--- config.mk ---
export PLATFORM = sky130hd
export DESIGN_NAME = cpp_token_lexer_unit_flat
export DESIGN_NICKNAME = d
export VERILOG_FILES = /design/src/cppl_pkg.sv /design/src/cppl_if.sv /design/src/cpp_token_lexer_unit.sv /design/src/cppl_front.sv /design/src/cppl_queue.sv /design/src/cppl_back.sv /design/src/flat_wrapper.sv
export SDC_FILE = /design/constraint.sdc
export NUM_CORES = 2
export LEC_CHECK = 0
export ABC_AREA = 0
export BUFFER_PORTS_ARGS = -buffer_cell sky130_fd_sc_hd__buf_4
export CORE_AREA = 2 2 236 354
export CTS_BUF_LIST = sky130_fd_sc_hd__clkbuf_16
export DETAILED_ROUTE_END_ITERATION = 7
export DIE_AREA = 0 0 238 356
export PLACE_DENSITY_LB_ADDON = 0.2
export SYNTH_ARGS = -nofsm -noshare
export SYNTH_HDL_FRONTEND = slang
export SYNTH_SLANG_ARGS = --single-unit
--- constraint.sdc ---
create_clock -name clk_i -period 22.6 [get_ports clk_i]
set_input_delay 4.52 -clock clk_i [delete_from_list [all_inputs] [get_ports clk_i]]
set_output_delay 4.52 -clock clk_i [all_outputs]
set_load 0.05 [all_outputs]
--- src/cppl_pkg.sv ---
// Package of the C++ token lexer: token kinds, lexer modes, keyword table
// and the token record passed between the lexer stages. No dependencies.
package cppl_pkg;

  localparam int unsigned KEYWORD_MAX_LEN = 16;
  localparam int unsigned KW_TEXT_MAX     = 16;
  localparam int unsigned KW_NUM          = 31;
  localparam int unsigned KW_TRUE_IDX     = 28;
  localparam int unsigned QDEPTH          = 4;
  localparam logic [15:0] LINE_MAX        = 16'hFFFF;
  localparam logic [11:0] COL_MAX         = 12'hFFF;

  typedef enum logic [6:0] {
    K_SCOPE_RES, K_COLON, K_PTR_TO_MEMB, K_MEMB_SEL, K_MUL_ASSIGN, K_MUL,
    K_DIV_ASSIGN, K_DIV, K_MOD_ASSIGN, K_MOD, K_ADD_ASSIGN, K_INC, K_ADD,
    K_PTR_PTR_MEMB, K_PTR_MEMB, K_SUB_ASSIGN, K_DEC, K_SUB, K_SHL_ASSIGN,
    K_SHL, K_LTEQ, K_LT, K_SHR_ASSIGN, K_SHR, K_GTEQ, K_GT, K_EQ, K_ASSIGN,
    K_NEQ, K_LNOT, K_LAND, K_AND_ASSIGN, K_BAND, K_XOR_ASSIGN, K_BXOR, K_LOR,
    K_OR_ASSIGN, K_BOR, K_COMMA, K_BNOT, K_LPAREN, K_RPAREN, K_LSQ, K_RSQ,
    K_LCURLY, K_RCURLY, K_SEMI,
    K_CHAR, K_WCHAR, K_CHAR16, K_CHAR32, K_BOOL, K_INT, K_FLOAT, K_DOUBLE,
    K_CLASS, K_STRUCT, K_UNION, K_ENUM, K_SHORT, K_LONG, K_SIGNED,
    K_UNSIGNED, K_STATIC, K_CONSTEXPR, K_TYPEDEF, K_CONST, K_TYPEID,
    K_CONSTCAST, K_DYNAMICCAST, K_REINTERPRETCAST, K_STATICCAST, K_NEW,
    K_DELETE, K_THROW,
    K_BOOL_LIT, K_PTR_LIT, K_INT_LIT, K_UINT_LIT, K_LONG_LIT, K_ULONG_LIT,
    K_LONGLONG_LIT, K_ULONGLONG_LIT, K_FLOAT_LIT, K_DOUBLE_LIT,
    K_LONGDOUBLE_LIT, K_IDENT, K_END, K_UNKNOWN
  } kind_e;

  typedef enum logic [22:0] {
    M_IDLE  = 23'd1 << 0,  M_COLON = 23'd1 << 1,  M_DOT   = 23'd1 << 2,
    M_STAR  = 23'd1 << 3,  M_SLASH = 23'd1 << 4,  M_PCT   = 23'd1 << 5,
    M_PLUS  = 23'd1 << 6,  M_MINUS = 23'd1 << 7,  M_ARROW = 23'd1 << 8,
    M_LT    = 23'd1 << 9,  M_LT2   = 23'd1 << 10, M_GT    = 23'd1 << 11,
    M_GT2   = 23'd1 << 12, M_EQ    = 23'd1 << 13, M_BANG  = 23'd1 << 14,
    M_AMP   = 23'd1 << 15, M_CARET = 23'd1 << 16, M_BAR   = 23'd1 << 17,
    M_IDENT = 23'd1 << 18, M_NUM   = 23'd1 << 19, M_SUF_U = 23'd1 << 20,
    M_SUF_UL = 23'd1 << 21, M_SUF_L = 23'd1 << 22
  } mode_e;

  typedef enum logic [1:0] {RADIX_DEC, RADIX_OCT, RADIX_HEX, RADIX_BIN} radix_e;

  typedef struct packed {
    logic [6:0]  kind;
    logic [15:0] line;
    logic [11:0] column;
    logic [63:0] value;
    logic [7:0]  len;
    logic        last;
  } tok_t;

  typedef struct packed {
    logic v0;
    tok_t tok0;
    logic v1;
    tok_t tok1;
  } push_t;

  localparam logic [8*KW_TEXT_MAX-1:0] KW_TXT [KW_NUM] = '{
    "char", "wchar_t", {"char16", "_t"}, {"char32", "_t"}, "bool", "int", "float",
    "double", "class", "struct", "union", "enum", "short", "long", "signed",
    "unsigned", "static", "constexpr", "typedef", "const", "typeid",
    {"const", "_cast"}, {"dynamic", "_cast"}, {"reinterpret", "_cast"},
    {"static", "_cast"}, "new", "delete", "throw", "true", "false", "nullptr"};

  localparam int unsigned KW_LEN [KW_NUM] = '{
    4, 7, 8, 8, 4, 3, 5, 6, 5, 6, 5, 4, 5, 4, 6, 8, 6, 9, 7, 5, 6, 10, 12,
    16, 11, 3, 6, 5, 4, 5, 7};

  localparam kind_e KW_KIND [KW_NUM] = '{
    K_CHAR, K_WCHAR, K_CHAR16, K_CHAR32, K_BOOL, K_INT, K_FLOAT, K_DOUBLE,
    K_CLASS, K_STRUCT, K_UNION, K_ENUM, K_SHORT, K_LONG, K_SIGNED,
    K_UNSIGNED, K_STATIC, K_CONSTEXPR, K_TYPEDEF, K_CONST, K_TYPEID,
    K_CONSTCAST, K_DYNAMICCAST, K_REINTERPRETCAST, K_STATICCAST, K_NEW,
    K_DELETE, K_THROW, K_BOOL_LIT, K_BOOL_LIT, K_PTR_LIT};

  function automatic logic is_digit(input logic [7:0] c);
    return (c >= "0") && (c <= "9");
  endfunction

  function automatic logic is_alpha(input logic [7:0] c);
    return ((c >= "a") && (c <= "z")) || ((c >= "A") && (c <= "Z"));
  endfunction

  function automatic logic is_hexletter(input logic [7:0] c);
    return ((c >= "a") && (c <= "f")) || ((c >= "A") && (c <= "F"));
  endfunction

  function automatic logic [7:0] to_lower(input logic [7:0] c);
    return ((c >= "A") && (c <= "Z")) ? c + 8'd32 : c;
  endfunction

  // Result is {hit, kind, literal bit}; the first table entry that matches wins.
  function automatic logic [8:0] kw_match(input logic [KW_TEXT_MAX-1:0][7:0] txt,
                                          input logic [7:0] cnt);
    logic [8:0] res;
    logic       eq;
    res = '0;
    for (int k = KW_NUM - 1; k >= 0; k--) begin
      eq = (cnt == 8'(KW_LEN[k]));
      for (int i = 0; i < KW_TEXT_MAX; i++) begin
        if ((i < KW_LEN[k]) && (txt[i] != KW_TXT[k][(KW_LEN[k] - 1 - i) * 8 +: 8])) begin
          eq = 1'b0;
        end
      end
      if (eq) begin
        res = {1'b1, 7'(KW_KIND[k]), k == KW_TRUE_IDX};
      end
    end
    return res;
  endfunction

endpackage

--- src/cppl_if.sv ---
// Handshake interfaces of the C++ token lexer: the byte channel and the
// token channel. Depends on nothing.
interface cppl_byte_if;
  logic       valid;
  logic       ready;
  logic [7:0] text_byte;
  modport source (output valid, output text_byte, input ready);
  modport sink (input valid, input text_byte, output ready);
endinterface

interface cppl_token_if;
  logic        valid;
  logic        ready;
  logic [6:0]  token_kind;
  logic [15:0] token_line;
  logic [11:0] token_column;
  logic [63:0] lit_value;
  logic [7:0]  ident_length;
  logic        last_of_run;
  modport source (output valid, output token_kind, output token_line,
                  output token_column, output lit_value, output ident_length,
                  output last_of_run, input ready);
  modport sink (input valid, input token_kind, input token_line,
                input token_column, input lit_value, input ident_length,
                input last_of_run, output ready);
endinterface

--- src/cpp_token_lexer_unit.sv ---
// Top level of the C++ token lexer: front end, token queue and output stage.
// Depends on cppl_pkg, cppl_if, cppl_front, cppl_queue and cppl_back.
//
// The text channel takes one source byte per item; byte 0 ends the text and
// yields the end token, after which line and column restart at 1.
// The token channel gives one token per item with its kind, start line and
// column, integer or bool value, identifier length and a flag that marks the
// last token caused by a byte. One byte causes zero, one or two tokens.
// A token is often caused by the byte that follows it, since operators,
// numbers and identifiers close on lookahead.
// Throughput is one byte per cycle while the four-entry token queue has room
// for two tokens. A token caused by an accepted byte passes through the token
// queue and then the output register before it shows on the token channel.
// When the receiver stalls, the output register holds its token, the queue
// fills and text ready drops until space frees up.
// Reset empties the queue and returns the lexer to its idle mode at line 1,
// column 1.
module cpp_token_lexer_unit #(
  parameter int unsigned KeywordMaxLen = cppl_pkg::KEYWORD_MAX_LEN
) (
  input logic          clk_i,
  input logic          rst_ni,
  cppl_byte_if.sink    text_i,
  cppl_token_if.source token_o
);
  import cppl_pkg::*;

  push_t push;
  tok_t  head;
  logic  room, head_valid, pop;

  cppl_front #(.KeywordMaxLen(KeywordMaxLen)) u_front (
    .clk_i  (clk_i),
    .rst_ni (rst_ni),
    .text_i (text_i),
    .room_i (room),
    .push_o (push)
  );

  cppl_queue u_queue (
    .clk_i        (clk_i),
    .rst_ni       (rst_ni),
    .push_i       (push),
    .pop_i        (pop),
    .room_o       (room),
    .head_valid_o (head_valid),
    .head_o       (head)
  );

  cppl_back u_back (
    .clk_i        (clk_i),
    .rst_ni       (rst_ni),
    .head_valid_i (head_valid),
    .head_i       (head),
    .pop_o        (pop),
    .token_o      (token_o)
  );

endmodule

--- src/cppl_front.sv ---
// Lexer front end: takes one byte per cycle while there is room, runs the
// lexer state machine and pushes up to two tokens. Depends on cppl_pkg and cppl_byte_if.
module cppl_front #(
  parameter int unsigned KeywordMaxLen = cppl_pkg::KEYWORD_MAX_LEN
) (
  input  logic            clk_i,
  input  logic            rst_ni,
  cppl_byte_if.sink       text_i,
  input  logic            room_i,
  output cppl_pkg::push_t push_o
);
  import cppl_pkg::*;

  localparam int unsigned IdxW = $clog2(KeywordMaxLen);

  mode_e       mode_q, mode_d;
  logic [1:0]  pc_q, pc_d;
  logic [63:0] acc_q, acc_d;
  logic        dec_q, dec_d, stop_q, stop_d;
  radix_e      rad_q, rad_d;
  logic [7:0]  cnt_q, cnt_d;
  logic [15:0] line_q, line_d, sline_q, sline_d;
  logic [11:0] col_q, col_d, scol_q, scol_d;
  logic [7:0]  idbuf_q [KeywordMaxLen];

  logic [KW_TEXT_MAX-1:0][7:0] kw_view;
  logic [8:0]  kw_res;
  logic [7:0]  b, lb;
  logic        acc;
  logic        cons, do_pair, nb_en, num_emit, valid_ch, ell;
  logic [7:0]  pr;
  kind_e       num_kind;
  logic [1:0]  n_pc;
  logic        n_dec, n_stop;
  radix_e      n_rad;
  logic [63:0] n_acc;
  logic        p_v, i_v;
  kind_e       p_kind, i_kind;
  logic [63:0] p_val;
  logic [7:0]  p_len;
  logic        wr_en;
  logic [IdxW-1:0] wr_idx;
  logic [6:0]  dv;
  logic [4:0]  rv;
  logic [67:0] prod;

  function automatic logic [7:0] pair_f(input logic [7:0] c, input logic [7:0] c1,
                                        input kind_e k1, input logic [7:0] c2,
                                        input kind_e k2, input kind_e base);
    logic [7:0] r;
    if (c == c1) begin
      r = {1'b1, 7'(k1)};
    end else if ((c2 != 8'd0) && (c == c2)) begin
      r = {1'b1, 7'(k2)};
    end else begin
      r = {1'b0, 7'(base)};
    end
    return r;
  endfunction

  assign b   = text_i.text_byte;
  assign lb  = to_lower(b);
  assign ell = (lb == "l");
  assign acc = text_i.valid && room_i;
  assign text_i.ready = room_i;

  always_comb begin
    for (int i = 0; i < KW_TEXT_MAX; i++) begin
      kw_view[i] = idbuf_q[i];
    end
  end
  assign kw_res = kw_match(kw_view, cnt_q);

  always_comb begin
    mode_d = mode_q; pc_d = pc_q; acc_d = acc_q; dec_d = dec_q; stop_d = stop_q;
    rad_d = rad_q; cnt_d = cnt_q; line_d = line_q; col_d = col_q;
    sline_d = sline_q; scol_d = scol_q;
    cons = 1'b0; do_pair = 1'b0; nb_en = 1'b0; num_emit = 1'b0; num_kind = K_INT_LIT;
    pr = '0; valid_ch = 1'b0;
    n_pc = pc_q; n_dec = dec_q; n_stop = stop_q; n_rad = rad_q; n_acc = acc_q;
    p_v = 1'b0; p_kind = K_UNKNOWN; p_val = '0; p_len = '0;
    i_v = 1'b0; i_kind = K_UNKNOWN;
    wr_en = 1'b0; wr_idx = '0;
    dv = 7'd99; rv = 5'd10; prod = '0;

    case (mode_q)
      M_IDLE: begin
      end
      M_COLON: begin
        do_pair = 1'b1; pr = pair_f(b, ":", K_SCOPE_RES, 8'd0, K_UNKNOWN, K_COLON);
      end
      M_DOT: begin
        if (is_digit(b)) begin
          nb_en = 1'b1; n_pc = 2'd1; n_dec = 1'b1; n_stop = 1'b1;
          n_rad = RADIX_DEC; n_acc = '0; mode_d = M_NUM;
        end else begin
          do_pair = 1'b1; pr = pair_f(b, "*", K_PTR_TO_MEMB, 8'd0, K_UNKNOWN, K_MEMB_SEL);
        end
      end
      M_STAR: begin
        do_pair = 1'b1; pr = pair_f(b, "=", K_MUL_ASSIGN, 8'd0, K_UNKNOWN, K_MUL);
      end
      M_SLASH: begin
        do_pair = 1'b1; pr = pair_f(b, "=", K_DIV_ASSIGN, 8'd0, K_UNKNOWN, K_DIV);
      end
      M_PCT: begin
        do_pair = 1'b1; pr = pair_f(b, "=", K_MOD_ASSIGN, 8'd0, K_UNKNOWN, K_MOD);
      end
      M_PLUS: begin
        do_pair = 1'b1; pr = pair_f(b, "=", K_ADD_ASSIGN, "+", K_INC, K_ADD);
      end
      M_MINUS: begin
        if (b == ">") begin
          mode_d = M_ARROW; cons = 1'b1;
        end else begin
          do_pair = 1'b1; pr = pair_f(b, "=", K_SUB_ASSIGN, "-", K_DEC, K_SUB);
        end
      end
      M_ARROW: begin
        do_pair = 1'b1; pr = pair_f(b, "*", K_PTR_PTR_MEMB, 8'd0, K_UNKNOWN, K_PTR_MEMB);
      end
      M_LT: begin
        if (b == "<") begin
          mode_d = M_LT2; cons = 1'b1;
        end else begin
          do_pair = 1'b1; pr = pair_f(b, "=", K_LTEQ, 8'd0, K_UNKNOWN, K_LT);
        end
      end
      M_LT2: begin
        do_pair = 1'b1; pr = pair_f(b, "=", K_SHL_ASSIGN, 8'd0, K_UNKNOWN, K_SHL);
      end
      M_GT: begin
        if (b == ">") begin
          mode_d = M_GT2; cons = 1'b1;
        end else begin
          do_pair = 1'b1; pr = pair_f(b, "=", K_GTEQ, 8'd0, K_UNKNOWN, K_GT);
        end
      end
      M_GT2: begin
        do_pair = 1'b1; pr = pair_f(b, "=", K_SHR_ASSIGN, 8'd0, K_UNKNOWN, K_SHR);
      end
      M_EQ: begin
        do_pair = 1'b1; pr = pair_f(b, "=", K_EQ, 8'd0, K_UNKNOWN, K_ASSIGN);
      end
      M_BANG: begin
        do_pair = 1'b1; pr = pair_f(b, "=", K_NEQ, 8'd0, K_UNKNOWN, K_LNOT);
      end
      M_AMP: begin
        do_pair = 1'b1; pr = pair_f(b, "&", K_LAND, "=", K_AND_ASSIGN, K_BAND);
      end
      M_CARET: begin
        do_pair = 1'b1; pr = pair_f(b, "=", K_XOR_ASSIGN, 8'd0, K_UNKNOWN, K_BXOR);
      end
      M_BAR: begin
        do_pair = 1'b1; pr = pair_f(b, "|", K_LOR, "=", K_OR_ASSIGN, K_BOR);
      end
      M_IDENT: begin
        if (is_alpha(b) || is_digit(b) || (b == "_")) begin
          cons = 1'b1;
          if (cnt_q < 8'(KeywordMaxLen)) begin
            wr_en = 1'b1; wr_idx = cnt_q[IdxW-1:0];
          end
          if (cnt_q != 8'hFF) begin
            cnt_d = cnt_q + 8'd1;
          end
        end else begin
          p_v = 1'b1; mode_d = M_IDLE;
          if (kw_res[8]) begin
            p_kind = kind_e'(kw_res[7:1]); p_val = {63'd0, kw_res[0]};
          end else begin
            p_kind = K_IDENT; p_len = cnt_q;
          end
        end
      end
      M_NUM: nb_en = 1'b1;
      M_SUF_U: begin
        if (ell) begin
          mode_d = M_SUF_UL; cons = 1'b1;
        end else begin
          num_emit = 1'b1; num_kind = K_UINT_LIT;
        end
      end
      M_SUF_UL: begin
        num_emit = 1'b1; num_kind = ell ? K_ULONGLONG_LIT : K_ULONG_LIT; cons = ell;
      end
      M_SUF_L: begin
        num_emit = 1'b1; cons = ell;
        num_kind = ell ? K_LONGLONG_LIT : (dec_q ? K_LONGDOUBLE_LIT : K_LONG_LIT);
      end
      default: mode_d = M_IDLE;
    endcase

    if (do_pair) begin
      p_v = 1'b1; p_kind = kind_e'(pr[6:0]); cons = pr[7]; mode_d = M_IDLE;
    end

    if (is_digit(b)) begin
      dv = 7'(b - "0");
    end else if (is_hexletter(b)) begin
      dv = 7'(lb - "a" + 8'd10);
    end
    case (n_rad)
      RADIX_DEC: begin rv = 5'd10; prod = ({4'd0, n_acc} << 3) + ({4'd0, n_acc} << 1); end
      RADIX_OCT: begin rv = 5'd8;  prod = {4'd0, n_acc} << 3; end
      RADIX_HEX: begin rv = 5'd16; prod = {4'd0, n_acc} << 4; end
      RADIX_BIN: begin rv = 5'd2;  prod = {4'd0, n_acc} << 1; end
      default: begin rv = 5'd10; prod = '0; end
    endcase
    prod = prod + {64'd0, dv[3:0]};

    if (nb_en) begin
      pc_d = n_pc; dec_d = n_dec; stop_d = n_stop; rad_d = n_rad; acc_d = n_acc;
      if ((n_pc == 2'd1) && ((b == "x") || (b == "b"))) begin
        if (n_rad == RADIX_OCT) begin
          rad_d = (b == "x") ? RADIX_HEX : RADIX_BIN;
        end else begin
          stop_d = 1'b1;
        end
        pc_d = 2'd2; cons = 1'b1;
      end else begin
        dec_d = n_dec | (b == ".");
        valid_ch = is_digit(b) || (b == ".") || (!dec_d && is_hexletter(b));
        if (!valid_ch) begin
          case (lb)
            "u": begin mode_d = M_SUF_U; cons = 1'b1; end
            "l": begin mode_d = M_SUF_L; cons = 1'b1; end
            "f": begin num_emit = 1'b1; num_kind = K_FLOAT_LIT; cons = 1'b1; end
            "d": begin num_emit = 1'b1; num_kind = K_DOUBLE_LIT; cons = 1'b1; end
            default: begin num_emit = 1'b1; num_kind = dec_d ? K_DOUBLE_LIT : K_INT_LIT; end
          endcase
        end else begin
          cons = 1'b1;
          if (n_pc != 2'd2) begin
            pc_d = n_pc + 2'd1;
          end
          if (!n_stop) begin
            if (dv >= 7'(rv)) begin
              stop_d = 1'b1;
            end else begin
              acc_d = (prod[67:64] != 4'd0) ? '1 : prod[63:0];
            end
          end
        end
      end
    end

    if (num_emit) begin
      p_v = 1'b1; p_kind = num_kind; mode_d = M_IDLE;
      p_val = ((num_kind >= K_INT_LIT) && (num_kind <= K_ULONGLONG_LIT)) ? n_acc : '0;
    end

    if (!cons) begin
      sline_d = line_q; scol_d = col_q;
      if (is_digit(b)) begin
        mode_d = M_NUM; pc_d = 2'd1; dec_d = 1'b0; stop_d = 1'b0;
        rad_d = (b == "0") ? RADIX_OCT : RADIX_DEC;
        acc_d = {56'd0, b - "0"};
      end else if (is_alpha(b) || (b == "_")) begin
        mode_d = M_IDENT; cnt_d = 8'd1; wr_en = 1'b1; wr_idx = '0;
      end else begin
        case (b)
          8'h00: begin i_v = 1'b1; i_kind = K_END; end
          8'h0A, 8'h20, 8'h09, 8'h0B, 8'h0C, 8'h0D: begin
          end
          ":": mode_d = M_COLON;
          ".": mode_d = M_DOT;
          "*": mode_d = M_STAR;
          "/": mode_d = M_SLASH;
          "%": mode_d = M_PCT;
          "+": mode_d = M_PLUS;
          "-": mode_d = M_MINUS;
          "<": mode_d = M_LT;
          ">": mode_d = M_GT;
          "=": mode_d = M_EQ;
          "!": mode_d = M_BANG;
          "&": mode_d = M_AMP;
          "^": mode_d = M_CARET;
          "|": mode_d = M_BAR;
          ",": begin i_v = 1'b1; i_kind = K_COMMA; end
          "~": begin i_v = 1'b1; i_kind = K_BNOT; end
          "(": begin i_v = 1'b1; i_kind = K_LPAREN; end
          ")": begin i_v = 1'b1; i_kind = K_RPAREN; end
          "[": begin i_v = 1'b1; i_kind = K_LSQ; end
          "]": begin i_v = 1'b1; i_kind = K_RSQ; end
          "{": begin i_v = 1'b1; i_kind = K_LCURLY; end
          "}": begin i_v = 1'b1; i_kind = K_RCURLY; end
          ";": begin i_v = 1'b1; i_kind = K_SEMI; end
          default: begin i_v = 1'b1; i_kind = K_UNKNOWN; end
        endcase
      end
    end

    if (b == 8'h00) begin
      mode_d = M_IDLE; line_d = 16'd1; col_d = 12'd1;
    end else if (b == 8'h0A) begin
      if (line_q != LINE_MAX) begin
        line_d = line_q + 16'd1;
      end
      col_d = 12'd1;
    end else if (col_q != COL_MAX) begin
      col_d = col_q + 12'd1;
    end
  end

  always_comb begin
    push_o.v0          = acc && p_v;
    push_o.tok0.kind   = p_kind;
    push_o.tok0.line   = sline_q;
    push_o.tok0.column = scol_q;
    push_o.tok0.value  = p_val;
    push_o.tok0.len    = p_len;
    push_o.tok0.last   = !i_v;
    push_o.v1          = acc && i_v;
    push_o.tok1.kind   = i_kind;
    push_o.tok1.line   = line_q;
    push_o.tok1.column = col_q;
    push_o.tok1.value  = '0;
    push_o.tok1.len    = '0;
    push_o.tok1.last   = 1'b1;
  end

  always_ff @(posedge clk_i or negedge rst_ni) begin
    if (!rst_ni) begin
      mode_q  <= M_IDLE;
      pc_q    <= '0;
      dec_q   <= 1'b0;
      stop_q  <= 1'b0;
      rad_q   <= RADIX_DEC;
      cnt_q   <= '0;
      line_q  <= 16'd1;
      col_q   <= 12'd1;
      sline_q <= '0;
      scol_q  <= '0;
    end else if (acc) begin
      mode_q  <= mode_d;
      pc_q    <= pc_d;
      dec_q   <= dec_d;
      stop_q  <= stop_d;
      rad_q   <= rad_d;
      cnt_q   <= cnt_d;
      line_q  <= line_d;
      col_q   <= col_d;
      sline_q <= sline_d;
      scol_q  <= scol_d;
    end
  end

  always_ff @(posedge clk_i) begin
    if (acc) begin
      acc_q <= acc_d;
      if (wr_en) begin
        idbuf_q[wr_idx] <= b;
      end
    end
  end

endmodule

--- src/cppl_queue.sv ---
// Token queue between the lexer front end and the output stage: two pushes
// and one pop per cycle. Depends on cppl_pkg.
module cppl_queue (
  input  logic            clk_i,
  input  logic            rst_ni,
  input  cppl_pkg::push_t push_i,
  input  logic            pop_i,
  output logic            room_o,
  output logic            head_valid_o,
  output cppl_pkg::tok_t  head_o
);
  import cppl_pkg::*;

  localparam int unsigned PtrW = $clog2(QDEPTH);
  localparam int unsigned CntW = $clog2(QDEPTH + 1);

  tok_t            mem_q [QDEPTH];
  logic [PtrW-1:0] wp_q, wp_d, rp_q, rp_d, wp_second;
  logic [CntW-1:0] cnt_q, cnt_d;
  logic            pop;

  assign pop          = pop_i && (cnt_q != '0);
  assign head_valid_o = cnt_q != '0;
  assign head_o       = mem_q[rp_q];
  assign room_o       = cnt_q <= CntW'(QDEPTH - 2);
  assign wp_second    = push_i.v0 ? wp_q + PtrW'(1) : wp_q;

  always_comb begin
    wp_d  = wp_q + PtrW'(push_i.v0) + PtrW'(push_i.v1);
    rp_d  = rp_q + PtrW'(pop);
    cnt_d = cnt_q + CntW'(push_i.v0) + CntW'(push_i.v1) - CntW'(pop);
  end

  always_ff @(posedge clk_i or negedge rst_ni) begin
    if (!rst_ni) begin
      wp_q  <= '0;
      rp_q  <= '0;
      cnt_q <= '0;
    end else begin
      wp_q  <= wp_d;
      rp_q  <= rp_d;
      cnt_q <= cnt_d;
    end
  end

  always_ff @(posedge clk_i) begin
    if (push_i.v0) begin
      mem_q[wp_q] <= push_i.tok0;
    end
    if (push_i.v1) begin
      mem_q[wp_second] <= push_i.tok1;
    end
  end

endmodule

--- src/cppl_back.sv ---
// Output stage: registers one token from the queue and holds it until the
// receiver takes it. Depends on cppl_pkg and cppl_token_if.
module cppl_back (
  input  logic           clk_i,
  input  logic           rst_ni,
  input  logic           head_valid_i,
  input  cppl_pkg::tok_t head_i,
  output logic           pop_o,
  cppl_token_if.source   token_o
);
  import cppl_pkg::*;

  logic valid_q;
  tok_t tok_q;
  logic load;

  assign load  = !valid_q || token_o.ready;
  assign pop_o = load && head_valid_i;

  always_ff @(posedge clk_i or negedge rst_ni) begin
    if (!rst_ni) begin
      valid_q <= 1'b0;
    end else if (load) begin
      valid_q <= head_valid_i;
    end
  end

  always_ff @(posedge clk_i) begin
    if (pop_o) begin
      tok_q <= head_i;
    end
  end

  assign token_o.valid         = valid_q;
  assign token_o.token_kind    = tok_q.kind;
  assign token_o.token_line    = tok_q.line;
  assign token_o.token_column  = tok_q.column;
  assign token_o.lit_value     = tok_q.value;
  assign token_o.ident_length  = tok_q.len;
  assign token_o.last_of_run   = tok_q.last;

endmodule

--- src/flat_wrapper.sv ---
// flat-port wrapper written by rule: the top's interface ports become plain ports
module cpp_token_lexer_unit_flat import cppl_pkg::*;
#(
  parameter int unsigned KeywordMaxLen = cppl_pkg::KEYWORD_MAX_LEN
)
  (clk_i, rst_ni, text_i_valid, text_i_text_byte, text_i_ready, token_o_valid, token_o_token_kind, token_o_token_line, token_o_token_column, token_o_lit_value, token_o_ident_length, token_o_last_of_run, token_o_ready);
  cppl_byte_if text_i_i ();
  cppl_token_if token_o_i ();
  input logic clk_i;
  input logic rst_ni;
  input wire logic [$bits(text_i_i.valid)-1:0] text_i_valid;
  input wire logic [$bits(text_i_i.text_byte)-1:0] text_i_text_byte;
  output wire logic [$bits(text_i_i.ready)-1:0] text_i_ready;
  output wire logic [$bits(token_o_i.valid)-1:0] token_o_valid;
  output wire logic [$bits(token_o_i.token_kind)-1:0] token_o_token_kind;
  output wire logic [$bits(token_o_i.token_line)-1:0] token_o_token_line;
  output wire logic [$bits(token_o_i.token_column)-1:0] token_o_token_column;
  output wire logic [$bits(token_o_i.lit_value)-1:0] token_o_lit_value;
  output wire logic [$bits(token_o_i.ident_length)-1:0] token_o_ident_length;
  output wire logic [$bits(token_o_i.last_of_run)-1:0] token_o_last_of_run;
  input wire logic [$bits(token_o_i.ready)-1:0] token_o_ready;
  assign text_i_i.valid = text_i_valid;
  assign text_i_i.text_byte = text_i_text_byte;
  assign text_i_ready = text_i_i.ready;
  assign token_o_valid = token_o_i.valid;
  assign token_o_token_kind = token_o_i.token_kind;
  assign token_o_token_line = token_o_i.token_line;
  assign token_o_token_column = token_o_i.token_column;
  assign token_o_lit_value = token_o_i.lit_value;
  assign token_o_ident_length = token_o_i.ident_length;
  assign token_o_last_of_run = token_o_i.last_of_run;
  assign token_o_i.ready = token_o_ready;
  cpp_token_lexer_unit #(.KeywordMaxLen(KeywordMaxLen)) u_core (.clk_i(clk_i), .rst_ni(rst_ni), .text_i(text_i_i), .token_o(token_o_i));
endmodule
Word-level counts from Yosys, hierarchy flattened --
Memory sizes are Yosys's and may differ from the RTL's. A register that Yosys moved wholly into a read port is not among the register bits. Index checks and enable logic that the tools add are counted.
Storage, ports and cells: bits in writable memories 560, memories 2, register bits after elaboration 165, word-level logic and storage cells 676, input bits 12
Memories:
- u_core.u_queue.mem_q | words 4, bits a word 108, read ports 1, clocked after memory_dff 1, wr ports 2, line cppl_queue.sv:17 | tok_t mem_q [QDEPTH];
- u_core.u_front.idbuf_q | words 16, bits a word 8, read ports 16, clocked after memory_dff 0, wr ports 1, line cppl_front.sv:24 | logic [7:0] idbuf_q [KeywordMaxLen];
Operators by class: equality and inequality tests 183, bitwise gates (word level) 2, reduce and logical (&&, ||, !) cells 42, magnitude comparators 13, $add $sub $neg 17, multiplexer cells 402
Operators with widths (count):
- != test 8 x 7 -> 1 bit, second input constant | 100
- 2-to-1 mux 64 bit | 12
- 2-to-1 mux 23 bit | 15
- one-hot mux 23 bit (14 select lines) | 1
- 2-to-1 mux 8 bit | 35
- 2-to-1 mux 9 bit | 31
- one-hot mux 68 bit (4 select lines) | 1
- 2-to-1 mux 1 bit | 250
- one-hot mux 23 bit (7 select lines) | 1
- == test 8 x 6 -> 1 bit, second input constant | 18
- one-hot mux 8 bit (17 select lines) | 1
- == test 8 x 7 -> 1 bit, second input constant | 14
- 2-to-1 mux 7 bit | 13
- == test 8 x 4 -> 1 bit, second input constant | 10
- one-hot mux 7 bit (10 select lines) | 1
- adder 67 x 65 -> 68 bit | 1
- adder 68 x 4 -> 68 bit | 1
- 2-to-1 mux 16 bit | 3
- one-hot mux 23 bit (2 select lines) | 1
- 2-to-1 mux 12 bit | 3
- 2-to-1 mux 2 bit | 18
- == test 8 x 3 -> 1 bit, second input constant | 4
- less-or-equal comparator 8 x 7 -> 1 bit, second input constant | 4
- != test 8 x 6 -> 1 bit, second input constant | 4
- other kinds (75) | 117

Longest topological paths before layout --
An unclocked memory read counts as a cell.
depth in word-level cells 47, depth in mapped cells 36, gate-level depth less buffers 25

Hierarchy --
Synthesis repeated with hierarchy kept, for this count alone.
Second synthesis, totals: cell total of the unflattened synthesis 4232, area total of the unflattened synthesis 49735.2 um^2
Modules (own cells, without submodules):
- cppl_front | seq. area each 8096.5 um^2, instances 1, cells an instance 3027, area an instance 25212.9 um^2
- cppl_queue | seq. area each 13147.6 um^2, instances 1, cells an instance 1093, area an instance 21235.4 um^2
- cppl_back | seq. area each 3268.1 um^2, instances 1, cells an instance 112, area an instance 3286.9 um^2

Worst setup path before layout --
OpenSTA, ideal clock, no wires.
path kind input to register, from in text_i_text_byte[6], to reg u_core.u_front.acc_q[24] (data pin), slack 10.523 ns, setup time 0.257 ns, arrival 11.820 ns, buffers on the path 12, cell stages on the path 36, cell sequence clkbuf_1 -> inv_1 -> ha_1 -> nand2_1 -> nor4b_1 -> o2111ai_2 -> clkbuf_1 -> buf_1 -> nand2_1 -> ha_1 -> clkbuf_1 -> clkbuf_1 -> buf_1 -> clkbuf_1 -> clkbuf_1 -> buf_1 -> clkbuf_1 -> nor2_1 -> nor2b_1 -> ha_1 -> fa_1 -> a21oi_1 -> nor2b_1 -> o211ai_1 -> a21oi_2 -> nand4b_1 -> or3_4 -> nor4_4 -> nand4_1 -> nor4_2 -> xnor2_1 -> and3_4 -> buf_6 -> buf_6 -> nand2_1 -> a32o_1
On the way: cells in the longest elaborated chain, start to end 17, elaborated cells between the ends (all ways) 120
Ends and longest elaborated chain:
- start: declaration | line flat_wrapper.sv:12 | input wire logic [$bits(text_i_i.text_byte)-1:0] text_i_text_byte;
- >= comparator 8 x 7 -> 1 bit or less-or-equal comparator 8 x 7 -> 1 bit (tied branches) | line cppl_pkg.sv:83, cppl_pkg.sv:87, cppl_pkg.sv:91
- logical AND 1 bit | line cppl_pkg.sv:83, cppl_pkg.sv:91
- 2-to-1 mux 8 bit | line cppl_pkg.sv:91 | return ((c >= "A") && (c <= "Z")) ? c + 8'd32 : c;
- subtractor 7 bit | line cppl_front.sv:200 | dv = 7'(lb - "a" + 8'd10);
- adder 7 x 4 -> 7 bit | line cppl_front.sv:200
- 2-to-1 mux 7 bit | line cppl_front.sv:199 | end else if (is_hexletter(b)) begin
- 2-to-1 mux 7 bit | line cppl_front.sv:197 | if (is_digit(b)) begin
- adder 68 x 4 -> 68 bit | line cppl_front.sv:209 | prod = prod + {64'd0, dv[3:0]};
- (+2 left out)
- 2-to-1 mux 64 bit | line cppl_front.sv:237 | if (dv >= 7'(rv)) begin
- 2-to-1 mux 64 bit | line cppl_front.sv:236 | if (!n_stop) begin
- 2-to-1 mux 64 bit | line cppl_front.sv:223 | if (!valid_ch) begin
- 2-to-1 mux 64 bit | line cppl_front.sv:213 | if ((n_pc == 2'd1) && ((b == "x") || (b == "b"))) begin
- 2-to-1 mux 64 bit | line cppl_front.sv:211 | if (nb_en) begin
- 2-to-1 mux 64 bit | line cppl_front.sv:254 | if (is_digit(b)) begin
- 2-to-1 mux 64 bit * | line cppl_front.sv:252 | if (!cons) begin
- net u_core.u_front.acc_d[24] | line cppl_front.sv:18 | logic [63:0] acc_q, acc_d;
- end signal: assignment | line cppl_front.sv:350 | acc_q <= acc_d;
- end: declaration | line cppl_front.sv:18
Mark *: on every way through the listed nets, which the timed path passes. The rest lies on a longest branch. The select of a mux whose other input is x is not followed. A chain may end at the register's enable or synchronous reset.

Final worst setup path --
from in text_i_text_byte[1], to reg u_core.u_front.acc_q[37] (data pin)
Same word-level chain as after synthesis.

==> out/metrics.cfg <==
[status]
outcome=finished, violations left
violations=design-rule violations

[finish]
syn_to_final_growth_pct=8.34
fin_area_mm2=0.0527
final_common_cell=nand2_1
final_cell_mix=939 x nand2_1, 484 x a21oi_1, 473 x nand3_1
drive_above_1_share_pct=10.7
nets=5406

[global_route]
grt_pass1_wl_um=279000
overflow=0
first_global_vias=44300
antenna_found_initial=5
grt_max_degree=105
track_usage_pct=43.9

[yosys]
synthCells=5401
synthTopCellsByArea=edfxtp_1 27%, dfxtp_1 12%, nand2_1 7.3%
syn_area_mm2=0.0486
synth_top_flop_cell=edfxtp_1
synth_edf_count=440
avgSynthCellArea_um2=9.01
synth_nets=5519
yosys_register_bits=833
async_flop_share_pct=12.1
yosys.area.top_type=edfxtp_1
synth_warnings=0
seq_area_frac_synth_pct=44.4
yosysUniqueCellTypes=114
netlist.area_leader.share_pct=27.2

[setup_path]
cp.depth=23
r2r_end=u_core.u_front.acc_q[37]$_DFFE_PP_
criticalPathCategory=in -> reg
crit_start=text_i_text_byte[1]
regToRegSetupSlack_ns=13.37
crit_path_end_kind=flop
cp.required_ns=23.06
crit_chain=buf_4 > inv_1 > ha_1 > o311a_4 > o2111ai_4 > buf_4 > nand2_1 > inv_1 > ha_1 > a211oi_1 > o21ai_0 > a21oi_1 > a21oi_1 > o21ai_0 > mux2i_1 > nor4b_2 > o2111ai_1 > nor4_1 > nand4_4 > o31ai_4 > and3_4 > nand3_1 > a32o_1
reg2reg_depth=21
path_buf_inv=4
slowest_stage=buf_4
worstSetupStartpointType=input pin
critical_path_arrival_ns=12.86
slowest_delay_ns=0.73
cpLargestDelayFamily=compound AO/OA/AOI/OAI gates
critPathCapture=u_core.u_front.acc_q[37]$_DFFE_PP_
worstReg2RegStart=u_core.u_front.mode_q[21]$_DFFE_PN0P_
worst-path-max-fanout=79

[placement]
place.gp.congestion=1.08
port_buffers=121
place_area_mm2=0.0501
post-dp-hpwl_um=127000

[timing]
slew_viol_final=0
final.setup.tns_ns=0
setup_viol=0
rsz0062_at_grt=no
finalHoldViolations=0
tightest_slew_ns=1.41
slew-limit-headroom_pct=5.39
timing.final.crit_share_pct=54.9
fin_worst_skew_ns=0.0473
fmax_mhz=80.6
min_period_ns=12.40

[route]
vias=45700
post_drt_wl_per_cell_um=29.3
viasPerCell=7.13
wl_um=188000
drt_iter0_drc=5876
drc=15
drtAntennaViolNets=0
first_pass_iters=8

[power]
power_density_mw_per_mm2=116
cellLeakagePower_nw=19.0
ir_drop_mv=0.119

[clock_tree]
post_cts_buffers=0
hold_buffers=0
cts_sinks=833
cts_tree=done
cts.repair.resized=0
cts_inserted_buffers=81
clock_latency_ns=0.72
clockRootBuffer=clkbuf_16
path_clk_slew_ns=0.06
cts.path.max_buffers=3
ctsHtreeMaxLevel=3

[floorplanning]
core_area_mm2=0.0820
die_y_um=356
dieArea_mm2=0.0847
start_util_pct=59.3
die_x_um=238
row_count=129
num_io_pins=122

[worst_hold_path]
hold_class=reg -> reg

[flow_run]
maxCapViolCount=0

state kept, by name, indices dropped and copies added, names as in the netlist, 2 cells and up:
register                            count
u_core.u_queue.mem_q                  432
u_core.u_front.idbuf_q                128
u_core.u_back.token_o.lit_value        64
u_core.u_front.acc_q                   64
u_core.u_front.mode_q                  23
u_core.u_back.token_o.token_line       16
u_core.u_front.line_q                  16
u_core.u_front.sline_q                 16
u_core.u_back.token_o.token_column     12
u_core.u_front.col_q                   12
u_core.u_front.scol_q                  12
u_core.u_back.token_o.ident_length      8
u_core.u_front.cnt_q                    8
u_core.u_back.token_o.token_kind        7
u_core.u_queue.cnt_q                    3
u_core.u_front.pc_q                     2
u_core.u_front.rad_q                    2
u_core.u_queue.rp_q                     2
u_core.u_queue.wp_q                     2
logic make-up after synthesis:
logic type      count (synthesis)  synth area share [%]
flops                         833                  44.4
xor+xnor                      109                  1.96
compound gates               1176                  15.4
buf+inv                       477                  3.90
simple gates                 2549                  25.6
fa+ha+maj                     106                  2.80
mux                           151                  5.96
final cells by class:
cell class,count,area [um2]
Inverter,74,279
Sequential cell,833,21600
Clock buffer,82,2050
Tap cell,1048,1310
Multi-Input combinational cell,4091,25300
Clock inverter,68,561
Timing Repair Buffer,207,1550
Antenna cell,4,10.0
Fill cell,6803,29300
through the flow:
stage / utilization [%] / cells / hold slack (ns) / total power [mW] / setup WS (ns)
after CTS: 64.3 / 6403 / 0.450 / 6.02 / 10.47
after floorplan: - / 5401 / 0.427 / 3.86 / 10.52
final: 64.3 / 6407 / 0.448 / 6.10 / 10.20
after global placement: 61.1 / 6253 / 0.435 / 4.66 / 9.96
after detailed placement: 61.1 / 6253 / 0.440 / 4.67 / 9.77
after global routing: 64.3 / 6403 / 0.466 / 6.32 / 9.82
cells in the mapped netlist (all sizes together) (12+ instances only):
| cell type | count |
|---|---|
| a21o | 41 |
| clkbuf | 280 |
| a211oi | 27 |
| nor4b | 19 |
| nor3b | 12 |
| dfrtp | 98 |
| mux2 | 30 |
| dfxtp | 292 |
| ha | 101 |
| o211ai | 28 |
| o21a | 17 |
| a22oi | 20 |
| o31ai | 28 |
| nand3b | 16 |
| nand4 | 116 |
| nor4 | 79 |
| nor2 | 333 |
| nor2b | 29 |
| or4 | 19 |
| o21ai | 218 |
| buf | 123 |
| nand2b | 50 |
| and2 | 93 |
| edfxtp | 440 |
| xnor2 | 55 |
| mux2i | 13 |
| nand4b | 26 |
| mux4 | 108 |
| a31oi | 50 |
| and4 | 14 |
| or3 | 56 |
| a21oi | 489 |
| o2bb2ai | 22 |
| xor2 | 54 |
| o2111ai | 15 |
| a222oi | 53 |
| nor4bb | 14 |
| nand2 | 945 |
| a32o | 14 |
| nand3 | 474 |
| nor3 | 155 |
| or2 | 20 |
| and3 | 47 |
| inv | 72 |
| o22ai | 15 |
layer usage:
metal / global-route usage (%) / vias to the layer above / part of all wire [%]
met4: 41.5 / 8 / 11
met1: 47.6 / 21800 / 32
met5: 0 / - / 0.031
met2: 71.5 / 3087 / 47
met3: 9.38 / 975 / 9.5
li1: - / 19800 / -
worst min-delay path, stage by stage, from the launching register on:
cell and delay, ns:
dfxtp_1 0.31, nand2_1 0.05, a21oi_1 0.05
worst min path at each step:
stage / start / to / cells past startpoint
after floorplan: u_core.u_queue.mem_q[2][1]$_SDFFE_PP0P_ / u_core.u_queue.mem_q[2][1]$_SDFFE_PP0P_ / 1
after global routing: u_core.u_queue.mem_q[3][19]$_SDFFE_PP0P_ / u_core.u_queue.mem_q[3][19]$_SDFFE_PP0P_ / 2
final: u_core.u_queue.mem_q[3][43]$_SDFFE_PP0P_ / u_core.u_queue.mem_q[3][43]$_SDFFE_PP0P_ / 2
after detailed placement: u_core.u_queue.mem_q[2][51]$_SDFFE_PP0P_ / u_core.u_queue.mem_q[2][51]$_SDFFE_PP0P_ / 2
after global placement: u_core.u_queue.mem_q[1][72]$_SDFFE_PP0P_ / u_core.u_queue.mem_q[1][72]$_SDFFE_PP0P_ / 2
after CTS: u_core.u_queue.mem_q[3][43]$_SDFFE_PP0P_ / u_core.u_queue.mem_q[3][43]$_SDFFE_PP0P_ / 2
power by group:
| group | switching, mW | leakage (nW) | internal [mW] | total, mW |
|---|---|---|---|---|
| combinational | 1.71 | 9.78 | 0.813 | 2.52 |
| sequential | 0.311 | 7.89 | 1.91 | 2.22 |
| clock | 0.635 | 1.35 | 0.728 | 1.36 |
| total | 2.65 | 19.0 | 3.45 | 6.10 |
(Power assumes the default switching activity.)
